File: config.mk
export PLATFORM = sky130hd
export DESIGN_NAME = dense_matrix_multiply
export DESIGN_NICKNAME = d
export VERILOG_FILES = /design/src/design/dmm_pkg.sv /design/src/design/dense_matrix_multiply.sv /design/src/design/dmm_front.sv /design/src/design/dmm_queue.sv /design/src/design/dmm_back.sv
export SDC_FILE = /design/constraint.sdc
export NUM_CORES = 2
export LEC_CHECK = 0
export BUFFER_PORTS_ARGS = -buffer_cell sky130_fd_sc_hd__buf_4
export CORE_MARGIN = 5
export CORE_UTILIZATION = 55
export DETAILED_ROUTE_END_ITERATION = 10
export PLACE_DENSITY = 0.68
export SLEW_MARGIN = 10
export SYNTH_ARGS = -nofsm -noshare
export SYNTH_HDL_FRONTEND = slang
export SYNTH_HIERARCHICAL = 1
export SYNTH_SLANG_ARGS = --single-unit
export TNS_END_PERCENT = 20
File: constraint.sdc
create_clock -name clk -period 15.1 [get_ports clk]
set_input_delay 2.265 -clock clk [delete_from_list [all_inputs] [get_ports clk]]
set_output_delay 2.265 -clock clk [all_outputs]
set_load 0.01 [all_outputs]
File: src/design/dmm_pkg.sv
// Shared types and constants for the dense matrix multiply block.
package dmm_pkg;

	localparam int MAX_ORDER = 8;
	localparam int DEPTH     = MAX_ORDER * MAX_ORDER;
	localparam int ADDR_W    = $clog2(DEPTH);
	localparam int CNT_W     = ADDR_W + 1;
	localparam int ORDER_W   = 4;
	localparam int IDX_W     = $clog2(MAX_ORDER);
	localparam int ELEM_W    = 16;
	localparam int PROD_W    = 2 * ELEM_W;
	localparam int SUM_W     = 35;
	localparam int Q_DEPTH   = 4;
	localparam int QPTR_W    = $clog2(Q_DEPTH);
	localparam int QCNT_W    = QPTR_W + 1;

	localparam logic OP_A = 1'b0;
	localparam logic OP_B = 1'b1;

	localparam logic [ORDER_W-1:0] ORDER_RESET = ORDER_W'(MAX_ORDER);

	typedef struct packed {
		logic                     op;
		logic signed [ELEM_W-1:0] element;
	} in_word_t;

	typedef struct packed {
		logic signed [SUM_W-1:0] product_element;
		logic                    last;
	} out_word_t;

	// Command passed from front to back: one store, optionally starting the product.
	typedef struct packed {
		logic                     is_b;
		logic [ADDR_W-1:0]        addr;
		logic signed [ELEM_W-1:0] data;
		logic                     go;
	} cmd_t;

	// Order in use: 0 acts as 1, anything above MAX_ORDER acts as MAX_ORDER.
	function automatic logic [ORDER_W-1:0] clamp_order(input logic [ORDER_W-1:0] raw);
		logic [ORDER_W-1:0] n;
		n = raw;
		if (raw == '0)
			n = ORDER_W'(1);
		else if (raw > ORDER_W'(MAX_ORDER))
			n = ORDER_W'(MAX_ORDER);
		return n;
	endfunction

endpackage

File: src/design/dense_matrix_multiply.sv
// Dense square matrix multiply C = A x B, top level.
//
// Input channel (in_valid/in_ready/in_word): each word carries op and one
// signed 16-bit element; op selects A or B, elements arrive row-major.
// Words for a matrix that is already full are taken and dropped. The word
// that completes both matrices starts the product.
// Output channel (out_valid/out_ready/out_word): the n*n elements of C in
// row-major order as exact 35-bit sums, last set on the final one.
// cfg_we/cfg_data write the order n (0 acts as 1, above 8 acts as 8) and
// restart loading; write it only while the block is idle.
// Loads drain through a 4-word queue at one word per cycle while the back
// end is loading; it takes none while a product runs. One shared
// multiply-accumulate unit does n steps per product element and starts
// the next element while earlier ones are still in its pipeline. A
// stalled receiver holds up to two results; the unit then pauses. The
// queue fills while the unit runs or pauses, after which in_ready drops.
// Reset: order 8, both load counts zero, stores hold no defined data.
module dense_matrix_multiply import dmm_pkg::*; (
	input  logic               clk,
	input  logic               arst_n,
	input  logic               cfg_we,
	input  logic [ORDER_W-1:0] cfg_data,
	input  logic               in_valid,
	output logic               in_ready,
	input  in_word_t           in_word,
	output logic               out_valid,
	input  logic               out_ready,
	output out_word_t          out_word
);

	logic               q_push, q_full, q_pop, q_valid;
	cmd_t               push_cmd, pop_cmd;
	logic [ORDER_W-1:0] order;

	dmm_front u_front (
		.clk      (clk),
		.arst_n   (arst_n),
		.cfg_we   (cfg_we),
		.cfg_data (cfg_data),
		.in_valid (in_valid),
		.in_ready (in_ready),
		.in_word  (in_word),
		.q_full   (q_full),
		.q_push   (q_push),
		.q_cmd    (push_cmd),
		.order    (order)
	);

	dmm_queue u_queue (
		.clk      (clk),
		.arst_n   (arst_n),
		.push     (q_push),
		.push_cmd (push_cmd),
		.full     (q_full),
		.pop      (q_pop),
		.valid    (q_valid),
		.pop_cmd  (pop_cmd)
	);

	dmm_back u_back (
		.clk       (clk),
		.arst_n    (arst_n),
		.order     (order),
		.q_valid   (q_valid),
		.q_cmd     (pop_cmd),
		.q_pop     (q_pop),
		.out_valid (out_valid),
		.out_ready (out_ready),
		.out_word  (out_word)
	);

endmodule

File: src/design/dmm_front.sv
// Front end: order register, load counters and classification of input words.
module dmm_front import dmm_pkg::*; (
	input  logic               clk,
	input  logic               arst_n,
	input  logic               cfg_we,
	input  logic [ORDER_W-1:0] cfg_data,
	input  logic               in_valid,
	output logic               in_ready,
	input  in_word_t           in_word,
	input  logic               q_full,
	output logic               q_push,
	output cmd_t               q_cmd,
	output logic [ORDER_W-1:0] order
);

	logic [ORDER_W-1:0] matrix_size_q;
	logic [CNT_W-1:0]   count_a_q;
	logic [CNT_W-1:0]   count_b_q;
	logic [CNT_W-1:0]   total;
	logic               a_full;
	logic               b_full;
	logic               accept;

	assign order    = clamp_order(matrix_size_q);
	assign total    = CNT_W'(order) * CNT_W'(order);
	assign a_full   = count_a_q >= total;
	assign b_full   = count_b_q >= total;
	assign in_ready = !q_full;
	assign accept   = in_valid && in_ready;

	// Words for a matrix that is already full are dropped here.
	always_comb begin
		q_push     = 1'b0;
		q_cmd.is_b = in_word.op;
		q_cmd.data = in_word.element;
		q_cmd.addr = count_a_q[ADDR_W-1:0];
		q_cmd.go   = 1'b0;
		if (in_word.op == OP_A) begin
			q_push   = accept && !a_full;
			q_cmd.go = (count_a_q + CNT_W'(1) == total) && b_full;
		end else begin
			q_cmd.addr = count_b_q[ADDR_W-1:0];
			q_push     = accept && !b_full;
			q_cmd.go   = (count_b_q + CNT_W'(1) == total) && a_full;
		end
	end

	always_ff @(posedge clk or negedge arst_n) begin
		if (!arst_n) begin
			matrix_size_q <= ORDER_RESET;
			count_a_q     <= '0;
			count_b_q     <= '0;
		end else if (cfg_we) begin
			matrix_size_q <= cfg_data;
			count_a_q     <= '0;
			count_b_q     <= '0;
		end else if (q_push) begin
			if (q_cmd.go) begin
				count_a_q <= '0;
				count_b_q <= '0;
			end else if (q_cmd.is_b == OP_A) begin
				count_a_q <= count_a_q + CNT_W'(1);
			end else begin
				count_b_q <= count_b_q + CNT_W'(1);
			end
		end
	end

endmodule

File: src/design/dmm_queue.sv
// Short command queue between front and back.
module dmm_queue import dmm_pkg::*; (
	input  logic clk,
	input  logic arst_n,
	input  logic push,
	input  cmd_t push_cmd,
	output logic full,
	input  logic pop,
	output logic valid,
	output cmd_t pop_cmd
);

	cmd_t              mem_q [Q_DEPTH];
	logic [QPTR_W-1:0] wr_ptr_q;
	logic [QPTR_W-1:0] rd_ptr_q;
	logic [QCNT_W-1:0] cnt_q;

	assign full    = cnt_q == QCNT_W'(Q_DEPTH);
	assign valid   = cnt_q != '0;
	assign pop_cmd = mem_q[rd_ptr_q];

	always_ff @(posedge clk) begin
		if (push)
			mem_q[wr_ptr_q] <= push_cmd;
	end

	always_ff @(posedge clk or negedge arst_n) begin
		if (!arst_n) begin
			wr_ptr_q <= '0;
			rd_ptr_q <= '0;
			cnt_q    <= '0;
		end else begin
			if (push)
				wr_ptr_q <= wr_ptr_q + QPTR_W'(1);
			if (pop)
				rd_ptr_q <= rd_ptr_q + QPTR_W'(1);
			if (push && !pop)
				cnt_q <= cnt_q + QCNT_W'(1);
			else if (pop && !push)
				cnt_q <= cnt_q - QCNT_W'(1);
		end
	end

endmodule

File: src/design/dmm_back.sv
// Back end: matrix stores, multiply-accumulate pipeline and output buffer.
module dmm_back import dmm_pkg::*; (
	input  logic               clk,
	input  logic               arst_n,
	input  logic [ORDER_W-1:0] order,
	input  logic               q_valid,
	input  cmd_t               q_cmd,
	output logic               q_pop,
	output logic               out_valid,
	input  logic               out_ready,
	output out_word_t          out_word
);

	localparam logic BS_LOAD = 1'b0;
	localparam logic BS_RUN  = 1'b1;

	logic signed [ELEM_W-1:0] store_a [DEPTH];
	logic signed [ELEM_W-1:0] store_b [DEPTH];

	logic              state_q;
	logic [IDX_W-1:0]  i_q, j_q, k_q;
	logic [ADDR_W-1:0] row_base_q, a_addr_q, b_addr_q;
	logic [1:0]        outst_q;

	logic [IDX_W-1:0]  nm1;
	logic [ADDR_W-1:0] step;
	logic              end_k, end_j, end_i;
	logic              issue;
	logic              out_take;

	logic                     valid_s1, first_s1, end_s1, last_s1;
	logic signed [ELEM_W-1:0] a_s1, b_s1;
	logic                     valid_s2, first_s2, end_s2, last_s2;
	logic signed [PROD_W-1:0] prod_s2;
	logic signed [SUM_W-1:0]  acc_q;
	logic signed [SUM_W-1:0]  sum;

	out_word_t  ofifo_q [2];
	logic       owr_q, ord_q;
	logic [1:0] ocnt_q;
	logic       opush;

	assign nm1   = IDX_W'(order - ORDER_W'(1));
	assign step  = ADDR_W'(order);
	assign end_k = k_q == nm1;
	assign end_j = j_q == nm1;
	assign end_i = i_q == nm1;

	assign q_pop    = (state_q == BS_LOAD) && q_valid;
	assign out_take = out_valid && out_ready;
	// A new element starts only while at most one earlier result is unclaimed.
	assign issue    = (state_q == BS_RUN) && ((k_q != '0) || (outst_q != 2'd2));

	always_ff @(posedge clk) begin
		if (q_pop) begin
			if (q_cmd.is_b == OP_B)
				store_b[q_cmd.addr] <= q_cmd.data;
			else
				store_a[q_cmd.addr] <= q_cmd.data;
		end
		if (issue) begin
			a_s1 <= store_a[a_addr_q];
			b_s1 <= store_b[b_addr_q];
		end
	end

	// Address walk: A along row i, B down column j.
	always_ff @(posedge clk or negedge arst_n) begin
		if (!arst_n) begin
			state_q    <= BS_LOAD;
			i_q        <= '0;
			j_q        <= '0;
			k_q        <= '0;
			row_base_q <= '0;
			a_addr_q   <= '0;
			b_addr_q   <= '0;
		end else if (state_q == BS_LOAD) begin
			if (q_pop && q_cmd.go) begin
				state_q    <= BS_RUN;
				i_q        <= '0;
				j_q        <= '0;
				k_q        <= '0;
				row_base_q <= '0;
				a_addr_q   <= '0;
				b_addr_q   <= '0;
			end
		end else if (issue) begin
			if (!end_k) begin
				k_q      <= k_q + IDX_W'(1);
				a_addr_q <= a_addr_q + ADDR_W'(1);
				b_addr_q <= b_addr_q + step;
			end else begin
				k_q <= '0;
				if (!end_j) begin
					j_q      <= j_q + IDX_W'(1);
					a_addr_q <= row_base_q;
					b_addr_q <= ADDR_W'(j_q) + ADDR_W'(1);
				end else begin
					j_q <= '0;
					if (end_i) begin
						state_q <= BS_LOAD;
					end else begin
						i_q        <= i_q + IDX_W'(1);
						row_base_q <= row_base_q + step;
						a_addr_q   <= row_base_q + step;
						b_addr_q   <= '0;
					end
				end
			end
		end
	end

	always_ff @(posedge clk or negedge arst_n) begin
		if (!arst_n) begin
			outst_q  <= '0;
			valid_s1 <= 1'b0;
			valid_s2 <= 1'b0;
		end else begin
			outst_q  <= outst_q + 2'(issue && (k_q == '0)) - 2'(out_take);
			valid_s1 <= issue;
			valid_s2 <= valid_s1;
		end
	end

	always_ff @(posedge clk) begin
		if (issue) begin
			first_s1 <= k_q == '0;
			end_s1   <= end_k;
			last_s1  <= end_k && end_j && end_i;
		end
		if (valid_s1) begin
			prod_s2  <= a_s1 * b_s1;
			first_s2 <= first_s1;
			end_s2   <= end_s1;
			last_s2  <= last_s1;
		end
		if (valid_s2)
			acc_q <= sum;
	end

	assign sum   = (first_s2 ? SUM_W'(0) : acc_q) + SUM_W'(prod_s2);
	assign opush = valid_s2 && end_s2;

	always_ff @(posedge clk) begin
		if (opush) begin
			ofifo_q[owr_q].product_element <= sum;
			ofifo_q[owr_q].last            <= last_s2;
		end
	end

	always_ff @(posedge clk or negedge arst_n) begin
		if (!arst_n) begin
			owr_q  <= 1'b0;
			ord_q  <= 1'b0;
			ocnt_q <= '0;
		end else begin
			if (opush)
				owr_q <= !owr_q;
			if (out_take)
				ord_q <= !ord_q;
			ocnt_q <= ocnt_q + 2'(opush) - 2'(out_take);
		end
	end

	assign out_valid = ocnt_q != '0;
	assign out_word  = ofifo_q[ord_q];

endmodule
==> flow_summary.ini <==
[global_routing]
gr-total-overflow = 0
grt_pass1_wl_microns = 343900
grt_max_degree = 150
antenna_found_initial = 6
groute.usage.overall_pct = 23.64
grt_pass1_vias = 51500

[sta]
worst_hold_slack_ns = 0.4744
tns_ns = 0
timing.final.crit_share_pct = 45.30
final_max_slew_viol_count = 0
relSlewSlack_pct = 12.23
rsz0062_at_grt = false
fin_crit_ns = 6.841
skew_ns = 0.05518
tightest_slew_ns = 1.314
fmax_mhz = 146.2
hold_viol = 0
finalSetupViolations = 0

[hold_path]
hold_path_class = reg2reg
holdPathStages = 1
min_from = u_back/ocnt_q[1]
min_to = u_back/ocnt_q[1]

[worst_setup_path]
cp-start-kind = flop
rrSetupSlack_ns = 8.26
worst-r2r-cell-count = 19
crit_fanout = 16
reg2reg_from = u_back/a_s1[15]
cp.arrival_ns = 7.39
cp-end-kind = flop
reg2reg_to = u_back/prod_s2[31]
worstPathRequired_ns = 15.65
path_class = reg2reg

[die]
fp.coreArea_sq_mm = 0.1876
die_h_microns = 444.3
dieWidth_microns = 444.3
initial_utilization_pct = 55.29
pin_count = 64
die_area_sq_mm = 0.1974
core.rowCount = 159

[clock_tree]
cts_root_buffer = clkbuf_16
postCtsSetupBuffers = 0
cts_resized = 0
cts_max_level = 4
cts_sinks = 2382
cts_hold_buffers = 0
cts.reportedPaths.clkPinSlew_ns = 0.06
clk_path_buf_depth = 3
worstSkewPairLatency_ns = 0.88
cts_buffers = 230
tritoncts = built

[logic_synthesis]
synth.avg_cell_area_sq_um = 19.65
synth_cells = 5278
yosysSeqAreaShare_pct = 68.67
async_flop_share_pct = 2.561
syn_area_sq_mm = 0.1037
synthTopCellsByCount = edfxtp_1 (2321), mux4_2 (690), inv_1 (352), fa_1 (266), nand2_1 (214)
ys_seq_elements = 2382
yosysWarnings = 6
synth_top_area_share_pct = 67.19
synth_area_leaders = edfxtp_1 (67%), mux4_2 (15%), fa_1 (5.1%), ha_1 (1.9%), dfrtp_1 (1.4%)
synth_most_common_cell = edfxtp_1
synth_edf_count = 2321
synth_top_flop_cell = edfxtp_1
yosysTopAreaCell = edfxtp_1
synth_cell_types = 87

[place]
dp_hpwl_microns = 139000
port_buffers = 63
gp_congestion = 0.8352
dp.cells = 7768

[routing]
drc = 0
firstDrtPassIters = 6
vias_per_cell = 6.134
vias = 50330
wl_per_cell_microns = 28.22
postRouteWirelength_microns = 231500
postRouteAntennaNets = 0
drt-initial-drc-count = 5675

[layout]
layout.cells.non_filler = 8204
drive_above_1_share_pct = 24.15
fillCellCount = 13050
finalNetCount = 5951
area_delta_synth_final_pct = 11.17

[run]
max_cap_viol_count = 0

[status]
status = completed
==> metal layers <==
layer / part of all wire, % / vias to the layer above / global-route usage [%]
li1: - / 21190 / -
met1: 42 / 26850 / 34.98
met2: 48 / 1983 / 37.12
met3: 8.0 / 301 / 4.643
met4: 2.1 / 4 / 5.598
met5: 0.012 / - / 0
==> critical path, stage by stage (launching register included) <==
cell,delay (ns)
edfxtp_1,0.69
nand2_1,0.19
inv_1,0.17
fa_1,0.53
fa_1,0.81
fa_1,0.52
fa_1,0.50
fa_1,0.50
inv_1,0.05
fa_1,0.47
inv_1,0.04
ha_1,0.23
or3_1,0.32
a311o_1,0.31
a2111oi_0,0.41
o31ai_1,0.22
nand3_1,0.15
a31oi_1,0.13
nor4_1,0.23
a311oi_1,0.09
==> worst max-delay path by stage <==
stage	from	endpoint	slack, ns	cells past startpoint
after floorplan	u_back/a_s1[15]	u_back/prod_s2[27]	8.93	19
after global placement	u_back/a_s1[15]	u_back/prod_s2[29]	8.36	19
after detailed placement	u_back/a_s1[15]	u_back/prod_s2[31]	8.27	19
after CTS	u_back/a_s1[15]	u_back/prod_s2[31]	8.28	19
after global routing	u_back/a_s1[15]	u_back/prod_s2[31]	7.76	19
final	u_back/a_s1[15]	u_back/prod_s2[31]	8.26	19
==> layout make-up <==
type | instances | area, sq um | area share [%]
Sequential cell | 2382 | 71250 | 61.79
Clock buffer | 289 | 6067 | 5.262
Multi-Input combinational cell | 2294 | 30140 | 26.13
Inverter | 355 | 1335 | 1.158
Timing Repair Buffer | 242 | 1854 | 1.608
Tap cell | 2495 | 3122 | 2.707
Clock inverter | 144 | 1536 | 1.332
Antenna cell | 3 | 7.507 | 0.006511
==> stage by stage <==
step           setup slack (ns)  utilization (%)  cell area (sq um)
2_1_floorplan             8.927                -             103700
3_3_place_gp              8.363            57.41             107700
3_5_place_dp              8.267            57.41             107700
4_1_cts                   8.278            61.46             115300
5_1_grt                   7.762            61.46             115300
6_report                  8.259            61.46             115300
==> registers in the layout, summed over array words and instances (netlist names), 6 cells and up <==
name and cells:
u_back/b_s1 16, u_back/store_b 1024, u_back/ofifo_q 72, u_queue/mem_q 96, u_back/a_s1 16, u_front/count_a_q 7
u_back/row_base_q 6, u_front/count_b_q 7, u_back/acc_q 35, u_back/store_a 1024, u_back/a_addr_q 6, u_back/prod_s2 32
u_back/b_addr_q 6
==> kinds of logic after synthesis <==
kind of cell               share of synthesized area (%)
other                                           0.003615
AOI/OAI and AO/OA                                  1.902
and+or+nand+nor                                    3.422
DFF                                                68.67
muxes                                              15.65
xor gates and xnor gates                          0.9964
adders and majority gates                          6.991
buffers and inverters                              2.370
==> cell usage in the layout (no fill, tap or decap), types with 9 or more instances in the layout <==
cell type,netlist,final
edfxtp_1,2321,2321
mux4_2,690,678
inv_1,352,351
fa_1,266,266
buf_4,18,239
clkbuf_16,0,230
nand2_1,214,214
nor2_1,201,181
ha_1,154,154
and2_1,143,143
o21ai_0,64,64
xnor2_1,64,64
a21oi_1,58,58
dfrtp_1,60,53
clkbuf_1,151,50
clkinv_1,1,49
nor2b_1,48,47
xor2_1,47,47
a21o_1,46,46
clkinv_2,0,44
mux2_2,42,42
nand3_1,28,28
bufinv_16,0,25
nand2b_1,20,20
nor2_2,0,19
mux4_4,0,16
and3_1,16,15
nor3_1,11,11
a211oi_1,10,10
o21ai_1,10,10
nand4_1,10,10
clkbuf_8,0,9
o31ai_1,9,9
o211ai_1,9,9
a22o_1,9,9
Power is left out: the tool's default activity adds up to more than one toggle a clock period on the data nets, which glitch-free logic cannot reach.
